--- src/rtl/core/hrlh_pkg.sv ---
// hrlh_pkg: shared types and constants for the request line uri hasher
// no dependencies; used by every module in rtl/core and by the testbench

package hrlh_pkg;

	localparam logic [31:0] FNV_OFFSET = 32'h811C_9DC5;
	localparam logic [31:0] FNV_PRIME  = 32'h0100_0193;
	localparam logic [31:0] WORD_GET   = 32'h2054_4547;
	localparam logic [31:0] WORD_POST  = 32'h5453_4F50;

	localparam logic [7:0] CH_SLASH = 8'h2F;
	localparam logic [7:0] CH_SPACE = 8'h20;
	localparam logic [7:0] CH_QMARK = 8'h3F;
	localparam logic [7:0] CH_CR    = 8'h0D;
	localparam logic [7:0] CH_LF    = 8'h0A;

	localparam int           CNT_W       = 9;
	localparam logic [8:0]   CNT_MAX     = 9'd511;
	localparam logic [15:0]  LEN_MAX     = 16'hFFFF;
	localparam logic [7:0]   MAX_LEN_RST = 8'd7;

	localparam logic STATUS_OK  = 1'b0;
	localparam logic STATUS_BAD = 1'b1;
	localparam logic METHOD_GET  = 1'b0;
	localparam logic METHOD_POST = 1'b1;

	typedef enum logic [2:0] {
		PH_METHOD = 3'b001,
		PH_URI    = 3'b010,
		PH_SKIP   = 3'b100
	} phase_t;

	typedef struct packed {
		logic       valid;
		logic [7:0] data_byte;
		logic       final_byte;
	} beat_t;

endpackage

--- src/rtl/core/hrlh_if.sv ---
// hrlh_in_if and hrlh_out_if: valid/ready channels for request bytes and results
// depends on nothing; payload widths are fixed by the field definitions

interface hrlh_in_if;
	logic       valid;
	logic       ready;
	logic [7:0] data_byte;
	logic       final_byte;

	modport source (output valid, output data_byte, output final_byte, input ready);
	modport sink   (input valid, input data_byte, input final_byte, output ready);
endinterface

interface hrlh_out_if;
	logic        valid;
	logic        ready;
	logic        parse_status;
	logic        method_code;
	logic [31:0] uri_hash;
	logic [15:0] uri_length;

	modport source (output valid, output parse_status, output method_code,
		output uri_hash, output uri_length, input ready);
	modport sink   (input valid, input parse_status, input method_code,
		input uri_hash, input uri_length, output ready);
endinterface

--- src/rtl/core/hrlh_in_stage.sv ---
// hrlh_in_stage: input register for one request byte beat
// depends on hrlh_pkg and hrlh_in_if

module hrlh_in_stage
	import hrlh_pkg::*;
(
	input  logic          clk,
	input  logic          arst_n,
	hrlh_in_if.sink       in_ch,
	input  logic          advance,
	output beat_t         beat_s1
);

	logic       valid_s1;
	logic [7:0] data_s1;
	logic       final_s1;

	assign in_ch.ready = !valid_s1 || advance;

	always_ff @(posedge clk or negedge arst_n) begin
		if (!arst_n) begin
			valid_s1 <= 1'b0;
		end else if (in_ch.valid && in_ch.ready) begin
			valid_s1 <= 1'b1;
		end else if (advance) begin
			valid_s1 <= 1'b0;
		end
	end

	always_ff @(posedge clk) begin
		if (in_ch.valid && in_ch.ready) begin
			data_s1  <= in_ch.data_byte;
			final_s1 <= in_ch.final_byte;
		end
	end

	assign beat_s1 = '{valid: valid_s1, data_byte: data_s1, final_byte: final_s1};

endmodule

--- src/rtl/core/hrlh_parser.sv ---
// hrlh_parser: request line state, fnv-1a hash update and result register
// depends on hrlh_pkg and hrlh_out_if

module hrlh_parser
	import hrlh_pkg::*;
(
	input  logic          clk,
	input  logic          arst_n,
	input  logic [7:0]    max_len,
	input  beat_t         beat_s1,
	output logic          advance,
	hrlh_out_if.source    out_ch
);

	phase_t             phase_q, phase_d;
	logic [CNT_W-1:0]   cnt_q, cnt_d;
	logic [31:0]        word_q, word_d;
	logic [31:0]        hash_q, hash_d;
	logic [15:0]        hcnt_q, hcnt_d;
	logic               meth_q, meth_d;

	logic               emit;
	logic               emit_bad;
	logic               rearm;
	logic [7:0]         b;
	logic               fin;
	logic               len_ok;
	logic               is_delim;
	logic [31:0]        mix;

	logic               out_valid_q;
	logic               status_q;
	logic               method_q;
	logic [31:0]        ohash_q;
	logic [15:0]        olen_q;

	assign b   = beat_s1.data_byte;
	assign fin = beat_s1.final_byte;
	assign len_ok = (cnt_q >= 9'd4) && ((cnt_q - 9'd1) <= {1'b0, max_len});
	assign is_delim = (b == CH_SPACE) || (b == CH_QMARK) || (b == CH_CR) || (b == CH_LF);
	assign mix = (hash_q ^ {24'd0, b}) * FNV_PRIME;

	always_comb begin
		phase_d  = phase_q;
		cnt_d    = cnt_q;
		word_d   = word_q;
		hash_d   = hash_q;
		hcnt_d   = hcnt_q;
		meth_d   = meth_q;
		emit     = 1'b0;
		emit_bad = 1'b0;
		rearm    = 1'b0;
		case (phase_q)
			PH_METHOD: begin
				if (b == CH_SLASH) begin
					if (fin) begin
						emit     = 1'b1;
						emit_bad = 1'b1;
						rearm    = 1'b1;
					end else if (len_ok && word_q == WORD_GET) begin
						meth_d  = METHOD_GET;
						phase_d = PH_URI;
					end else if (len_ok && word_q == WORD_POST) begin
						meth_d  = METHOD_POST;
						phase_d = PH_URI;
					end else begin
						emit     = 1'b1;
						emit_bad = 1'b1;
						phase_d  = PH_SKIP;
					end
				end else begin
					if (cnt_q < 9'd4) begin
						case (cnt_q[1:0])
							2'd0:    word_d = word_q | {24'd0, b};
							2'd1:    word_d = word_q | {16'd0, b, 8'd0};
							2'd2:    word_d = word_q | {8'd0, b, 16'd0};
							default: word_d = word_q | {b, 24'd0};
						endcase
					end
					if (cnt_q < CNT_MAX) begin
						cnt_d = cnt_q + 9'd1;
					end
					if (fin) begin
						emit     = 1'b1;
						emit_bad = 1'b1;
						rearm    = 1'b1;
					end
				end
			end
			PH_URI: begin
				if (is_delim) begin
					emit = 1'b1;
					if (fin) begin
						rearm = 1'b1;
					end else begin
						phase_d = PH_SKIP;
					end
				end else begin
					hash_d = mix;
					if (hcnt_q < LEN_MAX) begin
						hcnt_d = hcnt_q + 16'd1;
					end
					if (fin) begin
						emit     = 1'b1;
						emit_bad = 1'b1;
						rearm    = 1'b1;
					end
				end
			end
			default: begin
				if (fin) begin
					rearm = 1'b1;
				end
			end
		endcase
	end

	assign advance = beat_s1.valid && (!emit || !out_valid_q || out_ch.ready);

	always_ff @(posedge clk or negedge arst_n) begin
		if (!arst_n) begin
			phase_q <= PH_METHOD;
			cnt_q   <= '0;
			word_q  <= '0;
			hash_q  <= FNV_OFFSET;
			hcnt_q  <= '0;
			meth_q  <= METHOD_GET;
		end else if (advance) begin
			if (rearm) begin
				phase_q <= PH_METHOD;
				cnt_q   <= '0;
				word_q  <= '0;
				hash_q  <= FNV_OFFSET;
				hcnt_q  <= '0;
				meth_q  <= METHOD_GET;
			end else begin
				phase_q <= phase_d;
				cnt_q   <= cnt_d;
				word_q  <= word_d;
				hash_q  <= hash_d;
				hcnt_q  <= hcnt_d;
				meth_q  <= meth_d;
			end
		end
	end

	always_ff @(posedge clk or negedge arst_n) begin
		if (!arst_n) begin
			out_valid_q <= 1'b0;
		end else if (advance && emit) begin
			out_valid_q <= 1'b1;
		end else if (out_ch.ready) begin
			out_valid_q <= 1'b0;
		end
	end

	// result uses the state as it stood before this byte's update
	always_ff @(posedge clk) begin
		if (advance && emit) begin
			status_q <= emit_bad ? STATUS_BAD : STATUS_OK;
			method_q <= emit_bad ? METHOD_GET : meth_q;
			ohash_q  <= emit_bad ? 32'd0 : hash_q;
			olen_q   <= emit_bad ? 16'd0 : hcnt_q;
		end
	end

	assign out_ch.valid        = out_valid_q;
	assign out_ch.parse_status = status_q;
	assign out_ch.method_code  = method_q;
	assign out_ch.uri_hash     = ohash_q;
	assign out_ch.uri_length   = olen_q;

	a_fresh_hash: assert property (@(posedge clk) disable iff (!arst_n)
		(phase_q == PH_METHOD) |-> (hash_q == FNV_OFFSET && hcnt_q == 16'd0))
		else $error("hash state not at offset basis in method phase");

	a_uri_word: assert property (@(posedge clk) disable iff (!arst_n)
		(phase_q == PH_URI) |-> (word_q == WORD_GET || word_q == WORD_POST))
		else $error("uri phase entered with an unknown method word");

	a_uri_count: assert property (@(posedge clk) disable iff (!arst_n)
		(phase_q == PH_URI) |-> (cnt_q >= 9'd4))
		else $error("uri phase entered with a short method");

	a_bad_zero: assert property (@(posedge clk) disable iff (!arst_n)
		(out_valid_q && status_q == STATUS_BAD) |->
		(method_q == METHOD_GET && ohash_q == 32'd0 && olen_q == 16'd0))
		else $error("bad request result carries nonzero fields");

endmodule

--- src/rtl/core/http_request_line_uri_hasher_top.sv ---
// http_request_line_uri_hasher_top: accepts one request byte per beat and returns one
// result per request. Byte beats enter an input register, and the parse, method check
// and FNV-1a update (one constant 32-bit multiply) run combinationally into a result
// register, so one byte is taken every cycle while no result waits on the output; a
// waiting result stalls only a byte that makes another result, which is held in the
// input register while the input stalls. The user writes max_method_length through
// cfg_we/cfg_wdata while the block is idle; the block does not enforce it. It resets to 7.
// depends on hrlh_pkg, hrlh_if, hrlh_in_stage and hrlh_parser

module http_request_line_uri_hasher_top
	import hrlh_pkg::*;
(
	input  logic        clk,
	input  logic        arst_n,
	input  logic        cfg_we,
	input  logic [7:0]  cfg_wdata,
	hrlh_in_if.sink     in_ch,
	hrlh_out_if.source  out_ch
);

	logic [7:0] max_len_q;
	beat_t      beat_s1;
	logic       advance;

	always_ff @(posedge clk or negedge arst_n) begin
		if (!arst_n) begin
			max_len_q <= MAX_LEN_RST;
		end else if (cfg_we) begin
			max_len_q <= cfg_wdata;
		end
	end

	hrlh_in_stage u_in_stage (
		.clk     (clk),
		.arst_n  (arst_n),
		.in_ch   (in_ch),
		.advance (advance),
		.beat_s1 (beat_s1)
	);

	hrlh_parser u_parser (
		.clk     (clk),
		.arst_n  (arst_n),
		.max_len (max_len_q),
		.beat_s1 (beat_s1),
		.advance (advance),
		.out_ch  (out_ch)
	);

endmodule

--- src/flat_wrapper.sv ---
// flat-port wrapper written by rule: the top's interface ports become plain ports
module http_request_line_uri_hasher_top_flat import hrlh_pkg::*;
  (clk, arst_n, cfg_we, cfg_wdata, in_ch_valid, in_ch_data_byte, in_ch_final_byte, in_ch_ready, out_ch_valid, out_ch_parse_status, out_ch_method_code, out_ch_uri_hash, out_ch_uri_length, out_ch_ready);
  hrlh_in_if in_ch_i ();
  hrlh_out_if out_ch_i ();
  input  logic clk;
  input  logic arst_n;
  input  logic cfg_we;
  input  logic [7:0] cfg_wdata;
  input wire logic [$bits(in_ch_i.valid)-1:0] in_ch_valid;
  input wire logic [$bits(in_ch_i.data_byte)-1:0] in_ch_data_byte;
  input wire logic [$bits(in_ch_i.final_byte)-1:0] in_ch_final_byte;
  output wire logic [$bits(in_ch_i.ready)-1:0] in_ch_ready;
  output wire logic [$bits(out_ch_i.valid)-1:0] out_ch_valid;
  output wire logic [$bits(out_ch_i.parse_status)-1:0] out_ch_parse_status;
  output wire logic [$bits(out_ch_i.method_code)-1:0] out_ch_method_code;
  output wire logic [$bits(out_ch_i.uri_hash)-1:0] out_ch_uri_hash;
  output wire logic [$bits(out_ch_i.uri_length)-1:0] out_ch_uri_length;
  input wire logic [$bits(out_ch_i.ready)-1:0] out_ch_ready;
  assign in_ch_i.valid = in_ch_valid;
  assign in_ch_i.data_byte = in_ch_data_byte;
  assign in_ch_i.final_byte = in_ch_final_byte;
  assign in_ch_ready = in_ch_i.ready;
  assign out_ch_valid = out_ch_i.valid;
  assign out_ch_parse_status = out_ch_i.parse_status;
  assign out_ch_method_code = out_ch_i.method_code;
  assign out_ch_uri_hash = out_ch_i.uri_hash;
  assign out_ch_uri_length = out_ch_i.uri_length;
  assign out_ch_i.ready = out_ch_ready;
  http_request_line_uri_hasher_top u_core (.clk(clk), .arst_n(arst_n), .cfg_we(cfg_we), .cfg_wdata(cfg_wdata), .in_ch(in_ch_i), .out_ch(out_ch_i));
endmodule
--- config.mk ---
export PLATFORM = sky130hd
export DESIGN_NAME = http_request_line_uri_hasher_top_flat
export DESIGN_NICKNAME = d
export VERILOG_FILES = /design/src/rtl/core/hrlh_pkg.sv /design/src/rtl/core/hrlh_if.sv /design/src/rtl/core/hrlh_in_stage.sv /design/src/rtl/core/hrlh_parser.sv /design/src/rtl/core/http_request_line_uri_hasher_top.sv /design/src/flat_wrapper.sv
export SDC_FILE = /design/constraint.sdc
export NUM_CORES = 1
export LEC_CHECK = 0
export BUFFER_PORTS_ARGS = -buffer_cell sky130_fd_sc_hd__buf_2
export CAP_MARGIN = 40
export CORE_MARGIN = 2
export CORE_UTILIZATION = 28
export CTS_CLUSTER_SIZE = 24
export DETAILED_ROUTE_END_ITERATION = 10
export GPL_TIMING_DRIVEN = 0
export SYNTH_ARGS = -nofsm -noshare
export SYNTH_HDL_FRONTEND = slang
export SYNTH_SLANG_ARGS = --single-unit
--- constraint.sdc ---
create_clock -name clk -period 7.3 [get_ports clk]
set_input_delay 1.095 -clock clk [delete_from_list [all_inputs] [get_ports clk]]
set_output_delay 1.095 -clock clk [all_outputs]
set_load 0.1 [all_outputs]
# --- Word level (Yosys, flattened, before mapping) ---
# Cells that the tools add are included.
# Widths: inputs -> output; s select.
totals:
  reg_bits: 162
  input_bits: 22
  out_inout_bits: 52
  elab_cells: 123
op_classes:
  addsub: 3
  multipliers: 1
  magnitude_cmp: 5
  eq_ne: 18
  n_mux: 44
  bitwise_logic: 5
  n_reduce_logical: 32
ops:
  columns: ["op", "n"]
  rows:
  - ["$mux 32", 7]
  - ["$pmux 32 s3", 1]
  - ["$mux 16", 4]
  - ["$mux 9", 4]
  - ["$eq 32x30->1 const B", 1]
  - ["$eq 32x31->1 const B", 1]
  - ["$mul 32x25->32 const B", 1]
  - ["$or 32x16->32", 1]
  - ["$or 32x24->32", 1]
  - ["$or 32x32->32", 1]
  - ["$or 32x8->32", 1]
  - ["$xor 32x8->32", 1]
  - ["$eq 8x6->1 const B", 3]
  - ["$mux 3", 7]
  - ["$mux 1", 18]
  - ["$add 16x1->16 const B", 1]
  - ["$eq 8x4->1 const B", 2]
  - ["$lt 16x16->1 const B", 1]
  - ["$reduce_bool 2->1", 8]
  - ["$ne 3x3->1 const B", 4]
  - ["$reduce_and 4->1", 3]
  - ["$add 9x1->9 const B", 1]
  - ["$ge 9x3->1 const B", 1]
  - ["$le 9x8->1", 1]
  - ["19 further kinds", 34]

# --- Depth between registers and ports, before layout ---
depth:
  depth_word: 16
  mapped_depth: 22
  depth_no_buf: 22

# --- Hierarchy ---
# Synthesis repeated with hierarchy kept, for this count alone.
unflattened:
  hier_cells: 1294
  area_unflattened_um2: 13211.4
by_module_without_submodules:
  columns: ["module", "n_inst", "cells_per_inst", "area_per_inst_um2", "seq_area_each_um2"]
  rows:
  - ["hrlh_parser", 1, 1262, 12537.0, 3872.5]
  - ["hrlh_in_stage", 1, 15, 339.1, 295.3]
  - ["http_request_line_uri_hasher_top", 1, 17, 335.3, 203.9]

# --- Worst setup path before layout ---
# OpenSTA, ideal clock, no wires.
synth_path:
  path_kind: "register to register"
  start: "register u_core.u_parser.hash_q[6]"
  end: "register u_core.u_parser.hash_q[31]"
  setup_ps: 93
  arrival_ps: 5233
  setup_slack_ps: 1974
  stages_incl_launch_ff: 20
  path_buffers: 0
  period_less_slack_ps: 5326
  cell_sequence: "dfstp_2 -> xor2_1 -> ha_1 -> ha_1 -> fa_1 -> ha_1 -> fa_1 -> ha_1 -> inv_1 -> fa_1 -> inv_1 -> ha_1 -> and4_1 -> nand2_1 -> nor2_1 -> a221oi_1 -> o311ai_0 -> o211ai_1 -> xnor2_1 -> a21oi_1"
synth_between:
  elab_chain_cells: 5
synth_lines:
  columns: ["element", "line", "rtl"]
  rows:
  - ["from (decl)", "hrlh_parser.sv:18", "logic [31:0] hash_q, hash_d;"]
  - ["from (signal assigned)", "hrlh_parser.sv:140", "hash_q <= hash_d;"]
  - ["$xor 32x8->32", "hrlh_parser.sv:41", "assign mix = (hash_q ^ {24'd0, b}) * FNV_PRIME;"]
  - ["$mul 32x25->32", "hrlh_parser.sv:41", null]
  - ["$mux 32", "hrlh_parser.sv:91", "if (is_delim) begin"]
  - ["$mux 32", "hrlh_parser.sv:53", "case (phase_q)"]
  - ["$mux 32", "hrlh_parser.sv:129", "if (rearm) begin"]
# Every way passes these cells. The select of a mux whose other input is x is not followed.
# A chain may end at the register's enable or synchronous reset.

# --- Final worst setup path ---
layout_path:
  start: "register u_core.u_in_stage.data_s1[5]"
  end: "register u_core.u_parser.hash_q[31]"
layout_between:
  elab_chain_cells: 11
  word_cells_on_any_way: 22
  cone_classes: "mul (1); eq/ne (6); mux (6); bitwise (1); reduce/logical (8)"
layout_lines:
  columns: ["element", "line", "rtl"]
  rows:
  - ["from (decl)", "hrlh_in_stage.sv:15", "logic [7:0] data_s1;"]
  - ["from (signal assigned)", "hrlh_in_stage.sv:32", "data_s1 <= in_ch.data_byte;"]
  - ["branches (longest 11 deep; another with $mul 32x25->32)", null, null]
# Several ways; the timed one is not identified. The select of a mux whose other input is x is not followed.

==> results list <==
- The critical path is of the register to register type.
- The worst register-to-register path begins at u_core.u_in_stage.data_s1[5]$_DFFE_PP_.
* Maximum clock path buffer count: 2
- Cells after Synth: 1291
- The final count of pins violating max slew was 0.
- After synthesis the cells add up to 13000 µm².
- After clock tree synthesis, the clock-pin slew on the worst setup and hold paths is 0.07 ns.
- Worst hold path endpoint: u_core.u_parser.phase_q[0]$_DFFE_PN1P_
- DP Cell Count: 1967
- Static timing analysis puts the maximum clock frequency at 159 MHz.
* Horiz. Die Dim: 220 µm
- The synthesized design devotes to its leading area cell type 19.1% of total area.
- Setup total negative slack on the finished layout was measured at 0 ns.
- Detailed Route Iter0 Violations: 430
- The tool flagged a number of max-cap violations equal to 0.
- At the pin with the least slew margin, the transition time is 0.820 ns.
* Final cycle utilization of the critical path: 86.0%
- Flop-to-flop setup slack: 1.02 ns
- Startpoint type of the worst setup path: register
- Power Dens Cells: 217 nW/µm²
- The multi-input combinational cells in the finished layout cover a total of 7640 µm².
* Sequential share of the synthesized area: 33.6%
* Clock insertion delay at the later pin of the skew report: 0.45 ns
- The core region is 45700 µm².
- Prior to clock tree synthesis, the placed netlist has a worst setup slack of 1.02 ns.
- Required time of the critical path: 7.68 ns
- Counting I/O delays and the setup requirement, the final critical path takes 6.28 ns.
- Final global-route overflow total: 0
- Buffers added to address setup during post-CTS repair amount to 0.
- The worst-case IR drop observed on VDD is 163 µV.
* Class of the tightest hold or removal check: register to register
* Final Skew: 0.0159 ns
* Warning count from the yosys run: 0
- Relative max-transition margin: 44.9%
- In this run the most critical hold path is launched from u_core.u_parser.phase_q[0]$_DFFE_PN1P_.
* Count of filler cells inserted in the layout: 4714
- CTS Hold Bufs: 0
* Maximum fanout encountered on the critical timing path: 9
* Register area: 4370 µm²
- Antenna fix cells: 0
- The wire-length estimate of the detail-placed layout is 23.3 mm.
- Final setup viols: 0
* CP most frequent cell: ha_1
* Clock sink count: 162
- Final-layout worst hold slack: 0.488 ns
* Number of top-level pins: 74
* Synthesized area per cell: 10.1 µm²
- Overall via count from detail_route: 9238
* All-Layer GR Usage: 12.8%
* Number of clock buffers inserted by TritonCTS: 17
- The first detailed-routing pass took 4 iterations.
- Clock root cell: clkbuf_16
- The worst hold path passes through 2 cells.
- Setup repair after global routing left no endpoint under its margin.
- Once routing completed, OpenROAD measured the worst setup slack at 1.02 ns.
- Effective utilization at floorplan: 28.5%
* Kind of capture point of the worst setup path: register
* Number of enable-type register cells in the synthesized netlist: 59
- Excluding fillers, the count of instances in the completed layout stands at 1999.
- STA puts the critical path data arrival time at 6.66 ns.
- Summed over all layers, the routed wires come to 29.5 mm.
- Capture point of the worst reg-to-reg path: u_core.u_parser.hash_q[31]$_DFFE_PN1P_
- CTS built an H-tree with a depth of 4.
* Global placer's final weighted congestion: 0.818
* Count of state elements after synthesis: 162
* Area of the die: 48200 µm²
* Cell variety after synth: 73
- The post-route netlist has 11.2% of its cells at a drive strength greater than 1.
- Fraction of synthesis flops using an asynchronous set or reset pin: 63.6%
- Number of rows in the core area: 78
- CP max-delay cell: a221oi_1
- Net count of the finished layout: 1681
- Number of global-route vias before repair: 9342
- Area added between synthesis and finish: 13.7%
- After clock tree synthesis, the repair step resized 0 gates.
- Traced cell by cell, the critical path runs through clkbuf_1 > xor2_1 > ha_1 > ha_1 > fa_1 > ha_1 > fa_1 > ha_1 > inv_1 > fa_1 > inv_1 > ha_1 > clkbuf_1 > a21oi_1 > o21ai_0 > a221oi_1 > o311ai_0 > o211ai_1 > xnor2_1 > a21oi_1.
* LEAKAGE: 6.90 nW
- In the routed design, unresolved DRC markers number 0.
- The detail route stage leaves a number of antenna-violating nets equal to 0.
- Most area-hungry cell type in the Yosys netlist: ha_1
* Antenna violations before repair: 0
- Cell types with the largest area share after synthesis: ha_1 19%, dfrtp_1 16%, edfxtp_1 14%
- Register-to-Register Path Depth: 20
- Final hold vios: 0
* Synthesized net count: 1586
* Via density per instance: 4.62
* Commonest register cell after synthesis: dfrtp_1
- Worst path max stage delay: 0.67 ns
- Dividing the detail-routed wire length by the instance count gives 14.7 µm.
* # port buffers: 73
* Clock tree from TritonCTS: built
* Run status: finished clean
- Wire length of the first global-routing pass: 48.1 mm
- Largest net degree at the start of global routing: 56
* Vertical die dimension: 220 µm
==> through the flow <==
step	util, %	power (mW)	cell area, µm²
6_report	32.4	3.22	14800
5_1_grt	32.4	3.44	14800
4_1_cts	32.4	3.23	14800
3_5_place_dp	31.1	2.33	14200
3_3_place_gp	30.9	2.29	14100
2_1_floorplan	-	2.05	13000
==> critical path: cells and delay by family (launching register included) <==
kind | cells | cell delay [ns]
adders and majority gates | 8 | 2.93
xor gates and xnor gates | 2 | 0.60
AOI/OAI and AO/OA | 6 | 1.64
DFF | 1 | 0.32
buffers and inverters | 4 | 0.71
==> cell usage after synthesis (4+ instances only) <==
| library cell | instances |
|---|---|
| a21boi_0 | 4 |
| a21boi_2 | 4 |
| a21o_1 | 11 |
| a21oi_1 | 81 |
| a22o_1 | 5 |
| a31oi_1 | 5 |
| and2_1 | 54 |
| and3_1 | 9 |
| and4_1 | 6 |
| buf_2 | 5 |
| clkbuf_1 | 18 |
| dfrtp_1 | 85 |
| dfstp_2 | 18 |
| edfxtp_1 | 59 |
| fa_1 | 74 |
| ha_1 | 199 |
| inv_1 | 230 |
| nand2_1 | 57 |
| nand2b_1 | 6 |
| nand3_1 | 19 |
| nand4_1 | 5 |
| nand4b_1 | 4 |
| nor2_1 | 80 |
| nor2b_1 | 5 |
| nor3_1 | 13 |
| nor3b_1 | 4 |
| nor4_1 | 7 |
| o211ai_1 | 6 |
| o21a_1 | 8 |
| o21ai_0 | 57 |
| o31ai_1 | 7 |
| or2_2 | 4 |
| or3_1 | 9 |
| or4_1 | 6 |
| xnor2_1 | 33 |
| xor2_1 | 32 |
==> logic make-up (layout without fill, tap and decap cells) <==
logic type      Yosys count  count (layout)  share of synthesized area, %
compound gates          226             226                          10.9
xor+xnor                 65              65                          4.37
fa+ha+maj               273             273                          30.5
buf+inv                 260             368                          7.75
flops                   162             162                          33.6
mux                       2               2                         0.260
simple gates            303             303                          12.6
==> power breakdown <==
group / internal, mW / leakage, nW / total (mW) / switching, mW
combinational: 0.461 / 4.77 / 1.21 / 0.747
sequential: 1.05 / 1.84 / 1.11 / 0.0643
clock: 0.461 / 0.284 / 0.895 / 0.434
total: 1.97 / 6.90 / 3.22 / 1.25
==> worst max-delay path by stage <==
stage	from	end	slack, ns	cells after the start
global placement	u_core.u_in_stage.data_s1[6]$_DFFE_PP_	u_core.u_parser.hash_q[31]$_DFFE_PN1P_	0.91	19
global route	u_core.u_in_stage.data_s1[5]$_DFFE_PP_	u_core.u_parser.hash_q[31]$_DFFE_PN1P_	0.66	20
detailed placement	u_core.u_in_stage.data_s1[5]$_DFFE_PP_	u_core.u_parser.hash_q[31]$_DFFE_PN1P_	1.02	20
finish	u_core.u_in_stage.data_s1[5]$_DFFE_PP_	u_core.u_parser.hash_q[31]$_DFFE_PN1P_	1.02	20
floorplan	u_core.u_parser.hash_q[6]$_DFFE_PN1P_	u_core.u_parser.hash_q[31]$_DFFE_PN1P_	1.97	19
CTS	u_core.u_in_stage.data_s1[5]$_DFFE_PP_	u_core.u_parser.hash_q[31]$_DFFE_PN1P_	0.99	20
==> sequential cells by signal, indices dropped and copies added, names as in the netlist <==
name                                 count
u_core.u_parser.phase_q                  3
u_core.u_parser.hash_q                  32
u_core.u_parser.out_ch.valid             1
u_core.u_parser.hcnt_q                  16
u_core.u_parser.word_q                  32
u_core.u_parser.out_ch.uri_hash         32
u_core.u_parser.out_ch.parse_status      1
u_core.u_parser.out_ch.uri_length       16
u_core.max_len_q                         8
u_core.u_parser.meth_q                   1
u_core.u_parser.cnt_q                    9
u_core.u_parser.out_ch.method_code       1
u_core.u_in_stage.data_s1                8
u_core.u_in_stage.final_s1               1
u_core.u_in_stage.valid_s1               1
==> layout by cell type (no fill, tap or decap), types with 5 or more instances in the layout <==
master | Yosys | final
nand4_1 | 5 | 5
nor2_1 | 80 | 80
xnor2_1 | 33 | 33
nor3_1 | 13 | 13
or3_1 | 9 | 9
a21oi_1 | 81 | 81
o31ai_1 | 7 | 7
dfstp_2 | 18 | 18
ha_1 | 199 | 199
a31oi_1 | 5 | 5
dfrtp_1 | 85 | 85
nand3_1 | 19 | 19
inv_1 | 230 | 230
o211ai_1 | 6 | 6
and2_1 | 54 | 53
clkinv_8 | 0 | 6
o21ai_0 | 57 | 57
nor2b_1 | 5 | 5
a22o_1 | 5 | 5
nor4_1 | 7 | 7
nand2_1 | 57 | 57
and3_1 | 9 | 9
edfxtp_1 | 59 | 59
o21a_1 | 8 | 8
clkbuf_1 | 18 | 18
clkbuf_16 | 0 | 17
or4_1 | 6 | 6
a21o_1 | 11 | 11
fa_1 | 74 | 74
nand2b_1 | 6 | 6
buf_2 | 5 | 77
xor2_1 | 32 | 32
and4_1 | 6 | 6
==> layout make-up <==
type / count / share of cell area, %
clock buffer: 17 / 2.87
multi-input combinational: 869 / 51.6
clock inverter: 15 / 1.23
buffer: 29 / 0.955
sequential: 162 / 29.5
tap: 600 / 5.07
inverter: 231 / 5.86
timing repair buffer: 76 / 2.86
==> per-layer routing <==
metal	vias to the layer above	GRT usage [%]	part of all wire, %
li1	4539	-	-
met1	4497	17.6	49
met2	159	20.4	45
met3	43	1.93	3.1
met4	0	4.41	2.7
met5	-	0	0
Note: power is estimated with default switching activity, not from simulation.
